### src/cpac_pkg.sv
// Shared widths, register codes, reset values and lane control types.
// No dependencies.
package cpac_pkg;

  localparam int W_WIDTH = 17;
  localparam int W_SUM   = 25;
  localparam int W_CNT   = 8;
  localparam int W_LEVEL = 8;
  localparam int W_IDX   = 3;
  localparam int W_STEP  = 5;

  localparam logic [W_STEP-1:0]  DIV_LAST    = 5'd24;
  localparam logic [W_WIDTH-1:0] WIDTH_LIMIT = 17'd100000;
  localparam logic [W_CNT-1:0]   MAX_SETS    = 8'd255;
  localparam logic [W_LEVEL-1:0] LEVEL_MAX   = 8'd255;

  localparam logic [W_IDX-1:0] CFG_NUM_READINGS = 3'd0;
  localparam logic [W_IDX-1:0] CFG_WHITE_RED    = 3'd1;
  localparam logic [W_IDX-1:0] CFG_WHITE_GREEN  = 3'd2;
  localparam logic [W_IDX-1:0] CFG_WHITE_BLUE   = 3'd3;
  localparam logic [W_IDX-1:0] CFG_BLACK_RED    = 3'd4;
  localparam logic [W_IDX-1:0] CFG_BLACK_GREEN  = 3'd5;
  localparam logic [W_IDX-1:0] CFG_BLACK_BLUE   = 3'd6;

  localparam logic [W_CNT-1:0]   RST_NUM_READINGS = 8'd1;
  localparam logic [W_WIDTH-1:0] RST_WHITE        = 17'd50;
  localparam logic [W_WIDTH-1:0] RST_BLACK        = 17'd1000;

  typedef struct packed {
    logic             acc;
    logic             fin;
    logic             take;
    logic [W_CNT-1:0] count;
  } lane_ctrl_t;

  typedef struct packed {
    logic done;
  } lane_stat_t;

  function automatic logic [W_WIDTH-1:0] clip_width(input logic [W_WIDTH-1:0] w);
    return (w > WIDTH_LIMIT) ? WIDTH_LIMIT : w;
  endfunction

endpackage

### src/cpac_if.sv
// Handshake channels of the block: input word, result word, config write.
// Depends on cpac_pkg.
interface cpac_in_if;
  logic                         valid;
  logic                         ready;
  logic [cpac_pkg::W_WIDTH-1:0] width_red;
  logic [cpac_pkg::W_WIDTH-1:0] width_green;
  logic [cpac_pkg::W_WIDTH-1:0] width_blue;
  modport source (output valid, width_red, width_green, width_blue, input ready);
  modport sink (input valid, width_red, width_green, width_blue, output ready);
endinterface

interface cpac_out_if;
  logic                         valid;
  logic                         ready;
  logic [cpac_pkg::W_WIDTH-1:0] avg_red;
  logic [cpac_pkg::W_WIDTH-1:0] avg_green;
  logic [cpac_pkg::W_WIDTH-1:0] avg_blue;
  logic [cpac_pkg::W_LEVEL-1:0] level_red;
  logic [cpac_pkg::W_LEVEL-1:0] level_green;
  logic [cpac_pkg::W_LEVEL-1:0] level_blue;
  modport source (output valid, avg_red, avg_green, avg_blue,
                  level_red, level_green, level_blue, input ready);
  modport sink (input valid, avg_red, avg_green, avg_blue,
                level_red, level_green, level_blue, output ready);
endinterface

interface cpac_cfg_if;
  logic                         valid;
  logic                         ready;
  logic [cpac_pkg::W_IDX-1:0]   index;
  logic [cpac_pkg::W_WIDTH-1:0] data;
  modport source (output valid, index, data, input ready);
  modport sink (input valid, index, data, output ready);
endinterface

### src/cpac_div.sv
// Bit-serial restoring divider, one quotient bit per cycle, 25 steps.
// Depends on cpac_pkg.
module cpac_div (
  input  logic                       clk_i,
  input  logic                       rst_ni,
  input  logic                       start_i,
  input  logic [cpac_pkg::W_SUM-1:0] dividend_i,
  input  logic [cpac_pkg::W_WIDTH-1:0] divisor_i,
  output logic                       done_o,
  output logic [cpac_pkg::W_SUM-1:0] quot_o
);

  logic [cpac_pkg::W_SUM-1:0]   quot_q, quot_d;
  logic [cpac_pkg::W_WIDTH-1:0] rem_q, rem_d;
  logic [cpac_pkg::W_WIDTH-1:0] dvs_q, dvs_d;
  logic [cpac_pkg::W_STEP-1:0]  step_q, step_d;
  logic                         run_q, run_d;
  logic                         done_q, done_d;
  logic [cpac_pkg::W_WIDTH:0]   rem_sh;
  logic [cpac_pkg::W_WIDTH:0]   rem_sub;
  logic                         ge;

  always_comb begin
    rem_sh  = {rem_q, quot_q[cpac_pkg::W_SUM-1]};
    ge      = rem_sh >= {1'b0, dvs_q};
    rem_sub = rem_sh - {1'b0, dvs_q};
    quot_d  = quot_q;
    rem_d   = rem_q;
    dvs_d   = dvs_q;
    step_d  = step_q;
    run_d   = run_q;
    done_d  = 1'b0;
    if (start_i) begin
      quot_d = dividend_i;
      rem_d  = '0;
      dvs_d  = divisor_i;
      step_d = '0;
      run_d  = 1'b1;
    end else if (run_q) begin
      quot_d = {quot_q[cpac_pkg::W_SUM-2:0], ge};
      rem_d  = ge ? rem_sub[cpac_pkg::W_WIDTH-1:0] : rem_sh[cpac_pkg::W_WIDTH-1:0];
      step_d = step_q + 5'd1;
      if (step_q == cpac_pkg::DIV_LAST) begin
        run_d  = 1'b0;
        done_d = 1'b1;
      end
    end
  end

  always_ff @(posedge clk_i or negedge rst_ni) begin
    if (!rst_ni) begin
      run_q  <= 1'b0;
      done_q <= 1'b0;
      step_q <= '0;
    end else begin
      run_q  <= run_d;
      done_q <= done_d;
      step_q <= step_d;
    end
  end

  always_ff @(posedge clk_i) begin
    quot_q <= quot_d;
    rem_q  <= rem_d;
    dvs_q  <= dvs_d;
  end

  assign done_o = done_q;
  assign quot_o = quot_q;

endmodule

### src/cpac_lane.sv
// One color lane: running sum, average and calibrated level through cpac_div.
// Depends on cpac_pkg and cpac_div.
module cpac_lane (
  input  logic                         clk_i,
  input  logic                         rst_ni,
  input  cpac_pkg::lane_ctrl_t         ctrl_i,
  input  logic [cpac_pkg::W_WIDTH-1:0] width_i,
  input  logic [cpac_pkg::W_WIDTH-1:0] white_i,
  input  logic [cpac_pkg::W_WIDTH-1:0] black_i,
  output cpac_pkg::lane_stat_t         stat_o,
  output logic [cpac_pkg::W_WIDTH-1:0] avg_o,
  output logic [cpac_pkg::W_LEVEL-1:0] level_o
);

  localparam logic [1:0] LN_IDLE = 2'd0;
  localparam logic [1:0] LN_AVG  = 2'd1;
  localparam logic [1:0] LN_LVL  = 2'd2;
  localparam logic [1:0] LN_DONE = 2'd3;

  logic [1:0]                   lane_q, lane_d;
  logic [cpac_pkg::W_SUM-1:0]   sum_q, sum_d;
  logic [cpac_pkg::W_WIDTH-1:0] avg_q, avg_d;
  logic                         neg_q, neg_d;
  logic                         zspan_q, zspan_d;
  logic [cpac_pkg::W_SUM-1:0]   sum_add;
  logic                         div_start;
  logic [cpac_pkg::W_SUM-1:0]   div_dividend;
  logic [cpac_pkg::W_WIDTH-1:0] div_divisor;
  logic                         div_done;
  logic [cpac_pkg::W_SUM-1:0]   quot;
  logic [cpac_pkg::W_WIDTH:0]   diff;
  logic [cpac_pkg::W_WIDTH:0]   span;
  logic [cpac_pkg::W_WIDTH:0]   diff_abs;
  logic [cpac_pkg::W_WIDTH:0]   span_abs;
  logic [cpac_pkg::W_SUM-1:0]   num_mag;

  always_comb begin
    sum_add  = sum_q + {{(cpac_pkg::W_SUM - cpac_pkg::W_WIDTH){1'b0}},
                        cpac_pkg::clip_width(width_i)};
    diff     = {1'b0, quot[cpac_pkg::W_WIDTH-1:0]} - {1'b0, black_i};
    span     = {1'b0, white_i} - {1'b0, black_i};
    diff_abs = diff[cpac_pkg::W_WIDTH] ? -diff : diff;
    span_abs = span[cpac_pkg::W_WIDTH] ? -span : span;
    num_mag  = {diff_abs[cpac_pkg::W_WIDTH-1:0], 8'd0}
             - {8'd0, diff_abs[cpac_pkg::W_WIDTH-1:0]};

    lane_d       = lane_q;
    sum_d        = sum_q;
    avg_d        = avg_q;
    neg_d        = neg_q;
    zspan_d      = zspan_q;
    div_start    = 1'b0;
    div_dividend = sum_add;
    div_divisor  = {{(cpac_pkg::W_WIDTH - cpac_pkg::W_CNT){1'b0}}, ctrl_i.count};

    case (lane_q)
      LN_IDLE: begin
        if (ctrl_i.acc) begin
          sum_d = sum_add;
          if (ctrl_i.fin) begin
            sum_d     = '0;
            div_start = 1'b1;
            lane_d    = LN_AVG;
          end
        end
      end
      LN_AVG: begin
        if (div_done) begin
          avg_d        = quot[cpac_pkg::W_WIDTH-1:0];
          neg_d        = diff[cpac_pkg::W_WIDTH] ^ span[cpac_pkg::W_WIDTH];
          zspan_d      = (span == '0);
          div_start    = 1'b1;
          div_dividend = num_mag;
          div_divisor  = span_abs[cpac_pkg::W_WIDTH-1:0];
          lane_d       = LN_LVL;
        end
      end
      LN_LVL: begin
        if (div_done) begin
          lane_d = LN_DONE;
        end
      end
      LN_DONE: begin
        if (ctrl_i.take) begin
          lane_d = LN_IDLE;
        end
      end
      default: begin
        lane_d = LN_IDLE;
      end
    endcase
  end

  cpac_div u_div (
    .clk_i      (clk_i),
    .rst_ni     (rst_ni),
    .start_i    (div_start),
    .dividend_i (div_dividend),
    .divisor_i  (div_divisor),
    .done_o     (div_done),
    .quot_o     (quot)
  );

  always_ff @(posedge clk_i or negedge rst_ni) begin
    if (!rst_ni) begin
      lane_q <= LN_IDLE;
      sum_q  <= '0;
    end else begin
      lane_q <= lane_d;
      sum_q  <= sum_d;
    end
  end

  always_ff @(posedge clk_i) begin
    avg_q   <= avg_d;
    neg_q   <= neg_d;
    zspan_q <= zspan_d;
  end

  always_comb begin
    if (zspan_q || neg_q) begin
      level_o = '0;
    end else if (|quot[cpac_pkg::W_SUM-1:cpac_pkg::W_LEVEL]) begin
      level_o = cpac_pkg::LEVEL_MAX;
    end else begin
      level_o = quot[cpac_pkg::W_LEVEL-1:0];
    end
  end

  assign avg_o       = avg_q;
  assign stat_o.done = (lane_q == LN_DONE);

endmodule

### src/color_period_average_calibrate.sv
// Top level: configuration registers, set counter, three color lanes, result register.
// Depends on cpac_pkg, cpac_if and cpac_lane.
//
// Usage:
//   in_i carries one word of three pulse widths (red, green, blue). Widths above
//   100000 count as 100000. Each word is added to three running sums.
//   When num_readings words have been taken (0 counts as 1), the block divides
//   the sums by the count, maps each average between its black and white point
//   onto 0..255, and offers one result word on out_o.
//   cfg_i writes register index 0..6 (num_readings, white r/g/b, black r/g/b);
//   it is always ready and is meant to be written while the block is idle.
// Flow:
//   Words that do not close a set are taken one per cycle. The word that closes
//   a set drops in_i.ready until its result is loaded: each lane runs two passes
//   of a 25-step bit-serial divider (average, then level), and the result appears
//   on out_o once the second pass has ended in all lanes and the result register
//   is free. With a set size of 1, a new word is taken only after the last result is loaded.
// Reset and stall:
//   Reset clears the sums, the count and out_o.valid and loads the default
//   calibration. A stalled receiver keeps the result word steady; the block
//   keeps taking words for the next set, takes the closing word and then holds
//   in_i off until the result register is free.
module color_period_average_calibrate (
  input  logic      clk_i,
  input  logic      rst_ni,
  cpac_in_if.sink   in_i,
  cpac_out_if.source out_o,
  cpac_cfg_if.sink  cfg_i
);

  localparam logic ST_IDLE = 1'b0;
  localparam logic ST_BUSY = 1'b1;

  logic                         state_q, state_d;
  logic [cpac_pkg::W_CNT-1:0]   sets_q, sets_d;
  logic [cpac_pkg::W_CNT-1:0]   num_q, num_d;
  logic [cpac_pkg::W_WIDTH-1:0] white_r_q, white_r_d;
  logic [cpac_pkg::W_WIDTH-1:0] white_g_q, white_g_d;
  logic [cpac_pkg::W_WIDTH-1:0] white_b_q, white_b_d;
  logic [cpac_pkg::W_WIDTH-1:0] black_r_q, black_r_d;
  logic [cpac_pkg::W_WIDTH-1:0] black_g_q, black_g_d;
  logic [cpac_pkg::W_WIDTH-1:0] black_b_q, black_b_d;
  logic                         ovld_q, ovld_d;
  logic [cpac_pkg::W_WIDTH-1:0] avg_r_q, avg_g_q, avg_b_q;
  logic [cpac_pkg::W_LEVEL-1:0] lvl_r_q, lvl_g_q, lvl_b_q;

  logic [cpac_pkg::W_CNT-1:0]   target;
  logic [cpac_pkg::W_CNT:0]     count;
  logic                         accept;
  logic                         fin;
  logic                         all_done;
  logic                         load;
  cpac_pkg::lane_ctrl_t         ctrl;
  cpac_pkg::lane_stat_t         st_r, st_g, st_b;
  logic [cpac_pkg::W_WIDTH-1:0] avg_r, avg_g, avg_b;
  logic [cpac_pkg::W_LEVEL-1:0] lvl_r, lvl_g, lvl_b;

  always_comb begin
    if (num_q == '0) begin
      target = 8'd1;
    end else if (num_q > cpac_pkg::MAX_SETS) begin
      target = cpac_pkg::MAX_SETS;
    end else begin
      target = num_q;
    end
    count    = {1'b0, sets_q} + 9'd1;
    fin      = count >= {1'b0, target};
    accept   = in_i.valid && (state_q == ST_IDLE);
    all_done = st_r.done && st_g.done && st_b.done;
    load     = (state_q == ST_BUSY) && all_done && (!ovld_q || out_o.ready);

    ctrl.acc   = accept;
    ctrl.fin   = fin;
    ctrl.take  = load;
    ctrl.count = count[cpac_pkg::W_CNT-1:0];

    state_d = state_q;
    sets_d  = sets_q;
    if (accept) begin
      sets_d = fin ? '0 : count[cpac_pkg::W_CNT-1:0];
      if (fin) begin
        state_d = ST_BUSY;
      end
    end
    if (load) begin
      state_d = ST_IDLE;
    end

    ovld_d = ovld_q;
    if (load) begin
      ovld_d = 1'b1;
    end else if (out_o.ready) begin
      ovld_d = 1'b0;
    end

    num_d     = num_q;
    white_r_d = white_r_q;
    white_g_d = white_g_q;
    white_b_d = white_b_q;
    black_r_d = black_r_q;
    black_g_d = black_g_q;
    black_b_d = black_b_q;
    if (cfg_i.valid) begin
      case (cfg_i.index)
        cpac_pkg::CFG_NUM_READINGS: num_d     = cfg_i.data[cpac_pkg::W_CNT-1:0];
        cpac_pkg::CFG_WHITE_RED:    white_r_d = cfg_i.data;
        cpac_pkg::CFG_WHITE_GREEN:  white_g_d = cfg_i.data;
        cpac_pkg::CFG_WHITE_BLUE:   white_b_d = cfg_i.data;
        cpac_pkg::CFG_BLACK_RED:    black_r_d = cfg_i.data;
        cpac_pkg::CFG_BLACK_GREEN:  black_g_d = cfg_i.data;
        cpac_pkg::CFG_BLACK_BLUE:   black_b_d = cfg_i.data;
        default: ;
      endcase
    end
  end

  cpac_lane u_lane_r (
    .clk_i   (clk_i),
    .rst_ni  (rst_ni),
    .ctrl_i  (ctrl),
    .width_i (in_i.width_red),
    .white_i (white_r_q),
    .black_i (black_r_q),
    .stat_o  (st_r),
    .avg_o   (avg_r),
    .level_o (lvl_r)
  );

  cpac_lane u_lane_g (
    .clk_i   (clk_i),
    .rst_ni  (rst_ni),
    .ctrl_i  (ctrl),
    .width_i (in_i.width_green),
    .white_i (white_g_q),
    .black_i (black_g_q),
    .stat_o  (st_g),
    .avg_o   (avg_g),
    .level_o (lvl_g)
  );

  cpac_lane u_lane_b (
    .clk_i   (clk_i),
    .rst_ni  (rst_ni),
    .ctrl_i  (ctrl),
    .width_i (in_i.width_blue),
    .white_i (white_b_q),
    .black_i (black_b_q),
    .stat_o  (st_b),
    .avg_o   (avg_b),
    .level_o (lvl_b)
  );

  always_ff @(posedge clk_i or negedge rst_ni) begin
    if (!rst_ni) begin
      state_q   <= ST_IDLE;
      sets_q    <= '0;
      ovld_q    <= 1'b0;
      num_q     <= cpac_pkg::RST_NUM_READINGS;
      white_r_q <= cpac_pkg::RST_WHITE;
      white_g_q <= cpac_pkg::RST_WHITE;
      white_b_q <= cpac_pkg::RST_WHITE;
      black_r_q <= cpac_pkg::RST_BLACK;
      black_g_q <= cpac_pkg::RST_BLACK;
      black_b_q <= cpac_pkg::RST_BLACK;
    end else begin
      state_q   <= state_d;
      sets_q    <= sets_d;
      ovld_q    <= ovld_d;
      num_q     <= num_d;
      white_r_q <= white_r_d;
      white_g_q <= white_g_d;
      white_b_q <= white_b_d;
      black_r_q <= black_r_d;
      black_g_q <= black_g_d;
      black_b_q <= black_b_d;
    end
  end

  always_ff @(posedge clk_i) begin
    if (load) begin
      avg_r_q <= avg_r;
      avg_g_q <= avg_g;
      avg_b_q <= avg_b;
      lvl_r_q <= lvl_r;
      lvl_g_q <= lvl_g;
      lvl_b_q <= lvl_b;
    end
  end

  assign in_i.ready        = (state_q == ST_IDLE);
  assign cfg_i.ready       = 1'b1;
  assign out_o.valid       = ovld_q;
  assign out_o.avg_red     = avg_r_q;
  assign out_o.avg_green   = avg_g_q;
  assign out_o.avg_blue    = avg_b_q;
  assign out_o.level_red   = lvl_r_q;
  assign out_o.level_green = lvl_g_q;
  assign out_o.level_blue  = lvl_b_q;

endmodule

### src/flat_wrapper.sv
// flat-port wrapper written by rule: the top's interface ports become plain ports
module color_period_average_calibrate_flat 
  (clk_i, rst_ni, in_i_valid, in_i_width_red, in_i_width_green, in_i_width_blue, in_i_ready, out_o_valid, out_o_avg_red, out_o_avg_green, out_o_avg_blue, out_o_level_red, out_o_level_green, out_o_level_blue, out_o_ready, cfg_i_valid, cfg_i_index, cfg_i_data, cfg_i_ready);
  cpac_in_if in_i_i ();
  cpac_out_if out_o_i ();
  cpac_cfg_if cfg_i_i ();
  input  logic clk_i;
  input  logic rst_ni;
  input wire logic [$bits(in_i_i.valid)-1:0] in_i_valid;
  input wire logic [$bits(in_i_i.width_red)-1:0] in_i_width_red;
  input wire logic [$bits(in_i_i.width_green)-1:0] in_i_width_green;
  input wire logic [$bits(in_i_i.width_blue)-1:0] in_i_width_blue;
  output wire logic [$bits(in_i_i.ready)-1:0] in_i_ready;
  output wire logic [$bits(out_o_i.valid)-1:0] out_o_valid;
  output wire logic [$bits(out_o_i.avg_red)-1:0] out_o_avg_red;
  output wire logic [$bits(out_o_i.avg_green)-1:0] out_o_avg_green;
  output wire logic [$bits(out_o_i.avg_blue)-1:0] out_o_avg_blue;
  output wire logic [$bits(out_o_i.level_red)-1:0] out_o_level_red;
  output wire logic [$bits(out_o_i.level_green)-1:0] out_o_level_green;
  output wire logic [$bits(out_o_i.level_blue)-1:0] out_o_level_blue;
  input wire logic [$bits(out_o_i.ready)-1:0] out_o_ready;
  input wire logic [$bits(cfg_i_i.valid)-1:0] cfg_i_valid;
  input wire logic [$bits(cfg_i_i.index)-1:0] cfg_i_index;
  input wire logic [$bits(cfg_i_i.data)-1:0] cfg_i_data;
  output wire logic [$bits(cfg_i_i.ready)-1:0] cfg_i_ready;
  assign in_i_i.valid = in_i_valid;
  assign in_i_i.width_red = in_i_width_red;
  assign in_i_i.width_green = in_i_width_green;
  assign in_i_i.width_blue = in_i_width_blue;
  assign in_i_ready = in_i_i.ready;
  assign out_o_valid = out_o_i.valid;
  assign out_o_avg_red = out_o_i.avg_red;
  assign out_o_avg_green = out_o_i.avg_green;
  assign out_o_avg_blue = out_o_i.avg_blue;
  assign out_o_level_red = out_o_i.level_red;
  assign out_o_level_green = out_o_i.level_green;
  assign out_o_level_blue = out_o_i.level_blue;
  assign out_o_i.ready = out_o_ready;
  assign cfg_i_i.valid = cfg_i_valid;
  assign cfg_i_i.index = cfg_i_index;
  assign cfg_i_i.data = cfg_i_data;
  assign cfg_i_ready = cfg_i_i.ready;
  color_period_average_calibrate u_core (.clk_i(clk_i), .rst_ni(rst_ni), .in_i(in_i_i), .out_o(out_o_i), .cfg_i(cfg_i_i));
endmodule
### config.mk
export PLATFORM = sky130hd
export DESIGN_NAME = color_period_average_calibrate_flat
export DESIGN_NICKNAME = d
export VERILOG_FILES = /design/src/cpac_pkg.sv /design/src/cpac_if.sv /design/src/cpac_div.sv /design/src/cpac_lane.sv /design/src/color_period_average_calibrate.sv /design/src/flat_wrapper.sv
export SDC_FILE = /design/constraint.sdc
export NUM_CORES = 1
export LEC_CHECK = 0
export ABC_AREA = 1
export BUFFER_PORTS_ARGS = -buffer_cell sky130_fd_sc_hd__buf_2
export CORE_MARGIN = 2
export CORE_UTILIZATION = 51
export CTS_CLUSTER_SIZE = 14
export DETAILED_ROUTE_END_ITERATION = 16
export PLACE_DENSITY = 0.69
export RECOVER_POWER = 50
export SETUP_SLACK_MARGIN = 0.05
export SLEW_MARGIN = 20
export SYNTH_ARGS = -nofsm -noshare
export SYNTH_HDL_FRONTEND = slang
export SYNTH_SLANG_ARGS = --single-unit
### constraint.sdc
create_clock -name clk_i -period 5.5 [get_ports clk_i]
set_clock_uncertainty 0.05 [all_clocks]
set_input_delay 0.55 -clock clk_i [delete_from_list [all_inputs] [get_ports clk_i]]
set_output_delay 0.55 -clock clk_i [all_outputs]
set_load 0.05 [all_outputs]
==> results by group, run 1 <==
Timing
  – Unrepaired setup endpoints after global routing: false
  – Slew Viols, Final: approximately 170
  – FMAX: 209 MHz
  – Final hold vios: 0
  – Setup TNS: 0 ns
  – Worst-margin pin slew: between 4 and 5 ns
  – # setup viols final: 0
  – Min Tclk post-route: around 4.8 ns
  – Slew Limit Headroom: -1.76
  – Tcrit/Tclk final: 0.871

Layout
  – Most common cell after layout, fill and taps aside: nand2_1
  – Reg area: between 10000 and 15000 sq um
  – Fill count: slightly below 7000
  – Area growth syn-to-layout: 10.1%
  – Share of layout cells above drive strength 1: 0.0866
  – Most frequent cells in the layout: 1098 x nand2_1, 673 x inv_1, 482 x o21ai_0
  – Area of the multi-input gates: approximately 20000 sq um
  – Fin nets: between 5000 and 6000

GRT
  – Pin count of the biggest net entering global routing: 159
  – Vias in the first global route: 31200
  – Grt ovf: 0
  – Met3 usage: 0.0340
  – Gr usage total: 0.274
  – Initial antenna violation count: 3
  – Most used routing layer: met2
  – Met2 Usage GRT: 0.465
  – GR Layer Usage met1: 0.370
  – First-pass GRT wire length: around 170 mm

Setup path
  – Slowest CP cell: fa_1
  – Worst Path Buf+Inv: 7
  – CP endpoint kind: flip-flop
  – CP Class: flip-flop to flip-flop
  – Startpoint Class: flip-flop
  – CP peak stage delay: around 0.47 ns
  – Required @ worst endpoint: ~5.9 ns
  – Delay-heaviest family, CP: simple AND/OR/NAND/NOR gates
  – Worst EP arrival: about 5 ns
  – Critical path peak fanout: 4

CTS
  – Worst skew pair latency: roughly 0.64 ns
  – Worst-case clock buffer depth: 3
  – Post-CTS resize count: 0
  – Worst-path clk slew: 0.06 ns
  – CTS Root Cell: clkbuf_16
  – CTS Buf Count: 60
  – H-tree lvl count: 2
  – CTS Sinks: between 500 and 600
  – CTS tree: built

Placement
  – GPL Wtd Cong: around 0.93
  – HPWL Detailed: 79.3 mm
  – IO buf count: about 150

Logic synthesis
  – Post-Synth XOR/XNOR Area: 0.0505
  – Largest family of logic cells by synthesized area: simple AND/OR/NAND/NOR gates
  – Synth Area in Compound Gates: 0.148
  – Yosys reg bits: ~530
  – Top FF cell, synth: edfxtp_1
  – Post-synthesis simple-gate area fraction: 0.242
  – Syn Area/Cell: roughly 7.6 sq um
  – Ys async rst share: 0.418
  – Seq/Total Area, Yosys: 0.383
  – Mux share of post-synthesis cell area: 0
  – Synthesized net count: 5252
  – Syn. warnings: 0
  – Post-Syn Instances: about 5000
  – Post-synthesis cell area: 37500 sq um
  – Synth top area cells: edfxtp_1 21%, dfrtp_1 13%, nand2_1 11%
  – Synth area leader: edfxtp_1
  – Synth top area share: 0.207
  – Synth Area in Adders: 0.0916
  – Post-synth EDFFs: around 260
  – Netlist cell types: 73

Detailed routing
  – Via count: 33100
  – Via density: ~5.5
  – Wirelength per Cell: 17.3 microns
  – DRT Pass-1 Iters: 5
  – Post-route ant nets: 0
  – Initial DRC Count: between 2000 and 2500
  – DRC viols: 0
  – Final WL: approximately 100 mm

Outcome
  – Status: complete, but fails checks
  – Failing checks: max-capacitance violations, max-slew violations

Floorplan
  – Die footprint: around 76000 sq um
  – Core area: 72800 sq um
  – Chip height: ~280 microns
  – Die X: 275 microns
  – Num ports: about 150
  – Rows: ~100
  – Starting density of the core: 0.514

Hold path
  – Hold Crit Class: input port to flip-flop

Flow run
  – Max_cap viols: 5
[cells by family after synthesis]
logic type,Yosys count
AO/OA/AOI/OAI,1019
XOR/XNOR,211
adder cells (fa/ha/maj),267
buffers and inverters,829
flip-flops,531
other,1
AND/OR/NAND/NOR,2051
[through the flow]
step           std cells  instance area [sq um]  hold WS (ns)  utilization  worst slack, ns
2_1_floorplan       4909                  37500         0.204            -            0.430
3_3_place_gp        5948                  39300         0.351        0.539            0.810
3_5_place_dp        5948                  39300         0.355        0.539            0.741
4_1_cts             6063                  41400        0.0266        0.568            0.759
5_1_grt             6063                  41300        0.0397        0.567           0.0972
6_report            6064                  41300        0.0555        0.567            0.708
[registers in the layout, summed over array words and instances, names as in the netlist, 17 cells and up]
name / count
u_core.black_b_q: 17
u_core.black_g_q: 17
u_core.black_r_q: 17
u_core.out_o.avg_blue: 17
u_core.out_o.avg_green: 17
u_core.out_o.avg_red: 17
u_core.u_lane_b.avg_o: 17
u_core.u_lane_b.sum_q: 25
u_core.u_lane_b.u_div.dvs_q: 17
u_core.u_lane_b.u_div.quot_o: 25
u_core.u_lane_b.u_div.rem_q: 17
u_core.u_lane_g.avg_o: 17
u_core.u_lane_g.sum_q: 25
u_core.u_lane_g.u_div.dvs_q: 17
u_core.u_lane_g.u_div.quot_o: 25
u_core.u_lane_g.u_div.rem_q: 17
u_core.u_lane_r.avg_o: 17
u_core.u_lane_r.sum_q: 25
u_core.u_lane_r.u_div.dvs_q: 17
u_core.u_lane_r.u_div.quot_o: 25
u_core.u_lane_r.u_div.rem_q: 17
u_core.white_b_q: 17
u_core.white_g_q: 17
u_core.white_r_q: 17
[layer usage]
layer	up-vias	part of all wire
met5	-	0.00013
met3	154	0.060
met2	875	0.47
met1	15500	0.44
li1	16600	-
met4	2	0.024
[path summary, 6_finish.rpt]
kind,startpoint,slack (ns),end,cells after the start
max,u_core.u_lane_g.u_div.quot_o[0],0.71,u_core.u_lane_g.u_div.quot_o[18],29
min reg2reg,u_core.u_lane_b.avg_o[16],0.36,u_core.out_o.avg_blue[16],0
min,out_o_ready,0.06,u_core.out_o.valid,2
max in group asynchronous,rst_ni,1.20,u_core.black_b_q[0],2
min in group asynchronous,rst_ni,1.85,u_core.u_lane_r.sum_q[1],2
max reg2reg,u_core.u_lane_g.u_div.quot_o[0],0.71,u_core.u_lane_g.u_div.quot_o[18],29
[cell type report]
cell class | instances | share of cell area
antenna | 1 | 0.0000606
clock buffer | 72 | 0.0380
clock inverter | 42 | 0.0126
inverter | 718 | 0.0654
multi-input combinational | 3549 | 0.483
sequential | 531 | 0.348
tap | 959 | 0.0291
timing repair buffer | 192 | 0.0238
[synth_stat cells, drive strengths merged, types with 2 or more instances]
cell type / n
nor3: 96
clkbuf: 86
dfstp: 28
inv: 711
nor2: 331
buf: 25
a21oi: 356
a211oi: 7
nand4: 64
o21ai: 507
a22oi: 6
nand2: 1182
nand3: 317
o2bb2ai: 2
a21o: 14
o2111ai: 7
xnor2: 47
or4: 3
nor4: 18
o21a: 9
fa: 12
clkinv: 7
o21bai: 8
o31ai: 6
and2: 3
or2: 19
dfxtp: 51
and3: 2
ha: 255
a21boi: 13
nand3b: 15
xor2: 164
a31oi: 13
edfxtp: 258
o22ai: 34
dfrtp: 194
a221oi: 7
o211ai: 16
o221ai: 8
[what timing repair did]
| action | CTS | global route |
|---|---|---|
| hold buffers | 1 | 0 |
| endpoints found under the hold margin | 61 | 0 |
| setup buffers | 0 | 0 |
Power of run 1 is not shown: default switching activity piles up to over one toggle a cycle in this logic, so the estimate is an artifact.
==> run 2: changes to the inputs <==
--- a/config.mk
+++ b/config.mk
@@ -8,10 +8,10 @@
 export ABC_AREA = 1
 export BUFFER_PORTS_ARGS = -buffer_cell sky130_fd_sc_hd__buf_2
 export CORE_MARGIN = 2
-export CORE_UTILIZATION = 51
+export CORE_UTILIZATION = 52
 export CTS_CLUSTER_SIZE = 14
 export DETAILED_ROUTE_END_ITERATION = 16
-export PLACE_DENSITY = 0.69
+export PLACE_DENSITY_LB_ADDON = 0.2
 export RECOVER_POWER = 50
 export SETUP_SLACK_MARGIN = 0.05
 export SLEW_MARGIN = 20
==> results by group, run 2 (synthesized netlist as in run 1, its figures left out) <==
CTS
  – CTS tree: built
  – Worst skew pair latency: 0.64 ns (about the same)
  – H-tree lvl count: 2 (unchanged)
  – CTS Root Cell: clkbuf_16
  – Post-CTS resize count: 0 (unchanged)
  – Worst-path clk slew: 0.06 ns (about the same)
  – CTS Buf Count: 59 (-1.7%)
  – CTS Sinks: 531 (unchanged)
  – Worst-case clock buffer depth: 3 (unchanged)

Timing
  – FMAX: 201 MHz (-3.7%)
  – Final hold vios: 0 (unchanged)
  – Tcrit/Tclk final: 0.905 (+0.0335)
  – Slew Viols, Final: 387 (+120%)
  – Setup TNS: 0 ns (unchanged)
  – Minimum hold slack: 0.0983 ns (+0.0428 ns)
  – Worst-margin pin slew: 3.11 ns (-1.03 ns)
  – Unrepaired setup endpoints after global routing: false
  – Min Tclk post-route: 4.98 ns (+0.184 ns)
  – Slew Limit Headroom: -1.07 (+0.688)
  – # setup viols final: 0 (unchanged)

Floorplan
  – Die X: 272 microns (-0.95%)
  – Starting density of the core: 0.525 (+0.0106)
  – Die footprint: 74200 sq um (-1.9%)
  – Num ports: 154 (unchanged)
  – Core area: 71400 sq um (-2.0%)
  – Chip height: 272 microns (-0.95%)
  – Rows: 98 (-1.0%)

Layout
  – Most frequent cells in the layout: 1098 x nand2_1, 674 x inv_1, 482 x o21ai_0
  – Share of layout cells above drive strength 1: 0.0875 (+0.000887)
  – Non-filler cells, final: 6050 (-0.23%)
  – Finished Core Util: 0.578 (+0.0119)
  – Fin nets: 5391 (-0.074%)
  – Area of the multi-input gates: 19900 sq um (about the same)
  – Area growth syn-to-layout: 10.2% (about the same)
  – Reg area: 14400 sq um (unchanged)
  – Most common cell after layout, fill and taps aside: nand2_1
  – Fill count: 6738 (-2.2%)

Detailed routing
  – Via density: 5.47 (+0.14%)
  – Wirelength per Cell: 17.1 microns (-1.2%)
  – Post-route ant nets: 0 (unchanged)
  – Via count: 33100 (-0.087%)
  – Final WL: 103 mm (-1.4%)
  – Initial DRC Count: 2616 (+9.9%)
  – DRT Pass-1 Iters: 8 (+3)
  – DRC viols: 0 (unchanged)

Setup path
  – Slowest CP cell: fa_1
  – Required @ worst endpoint: 5.94 ns (+0.09 ns)
  – CP startpoint: u_core.u_lane_g.u_div.quot_o[0]
  – CP Class: flip-flop to flip-flop
  – CP most frequent cell: inv_1
  – Worst reg2reg startpoint: u_core.u_lane_g.u_div.quot_o[0]
  – CP endpoint kind: flip-flop
  – Worst EP arrival: 5.42 ns (+0.28 ns)
  – Worst Path Buf+Inv: 6 (-1)
  – Reg2reg setup slack: 0.52 ns (-0.18 ns)
  – Delay-heaviest family, CP: simple AND/OR/NAND/NOR gates
  – Startpoint Class: flip-flop
  – Critical path peak fanout: 4 (unchanged)
  – CP peak stage delay: 0.46 ns (about the same)

GRT
  – Vias in the first global route: 31200 (-0.0096%)
  – Gr usage total: 0.276 (+0.00182)
  – First-pass GRT wire length: 165 mm (-0.16%)
  – Grt ovf: 0 (unchanged)
  – Pin count of the biggest net entering global routing: 118 (-26%)
  – Initial antenna violation count: 7 (+4)

Placement
  – HPWL Detailed: 79.1 mm (-0.17%)
  – GPL Wtd Cong: 0.954 (+2.6%)
  – IO buf count: 152 (unchanged)
  – Post-Place Cells: 5936 (-0.20%)

Outcome
  – Status: complete, but fails checks
  – Failing checks: max-capacitance violations, max-slew violations

Hold path
  – Hold wc startpoint: out_o_ready
  – Hold Crit Class: input port to flip-flop

Flow run
  – Max_cap viols: 8 (+3)
==> run 2: cell count changes in the layout (fill, tap and decap cells not counted), moves of 3 or more <==
cell	delta
clkinv_1	-8
clkbuf_8	+4
clkinv_2	-4
buf_12	-3
buf_4	-3
clkbuf_1	-3
clkinv_4	+3
clkinvlp_4	+3
==> run 2: metrics by stage <==
stage / area (sq um) / setup WS (ns)
final: 41300 / 0.524
after global routing: 41300 / 0.109
after CTS: 41400 / 0.676
after detailed placement: 39200 / 0.736
after global placement: 39200 / 0.734
after floorplan: 37500 / 0.430
==> run 2: path summary, 6_finish.rpt <==
kind,to,cells after the start
setup / recovery,u_core.u_lane_g.u_div.quot_o[23],27
hold / removal,u_core.out_o.valid,2
setup reg to reg,u_core.u_lane_g.u_div.quot_o[23],27
hold reg to reg,u_core.out_o.avg_blue[0],0
max in group asynchronous,u_core.white_b_q[12],3
min in group asynchronous,u_core.u_lane_r.sum_q[3],2
==> run 2: area by class of cell <==
type / count / area share
Multi-Input combinational cell: 3549 / 0.483
Sequential cell: 531 / 0.348
Inverter: 718 / 0.0653
Clock buffer: 72 / 0.0384
Tap cell: 950 / 0.0288
Timing Repair Buffer: 189 / 0.0222
Clock inverter: 39 / 0.0144
Antenna cell: 2 / 0.000121
==> run 2: routing by layer <==
layer | GRT usage | vias up | routed length (microns)
met1 | 0.382 | 15400 | 47400
met5 | 0 | - | 13
met2 | 0.448 | 863 | 46900
met4 | 0.0888 | 2 | 3230
li1 | - | 16700 | -
met3 | 0.0369 | 184 | 5880
==> run 2: repair_timing <==
action | in CTS | in global routing
setup buffers | 0 | 0
endpoints found under the setup margin | 0 | 0
hold endpoints to repair | 30 | 0
hold buffers | 1 | 0
Power of run 2 is left out for the same reason.
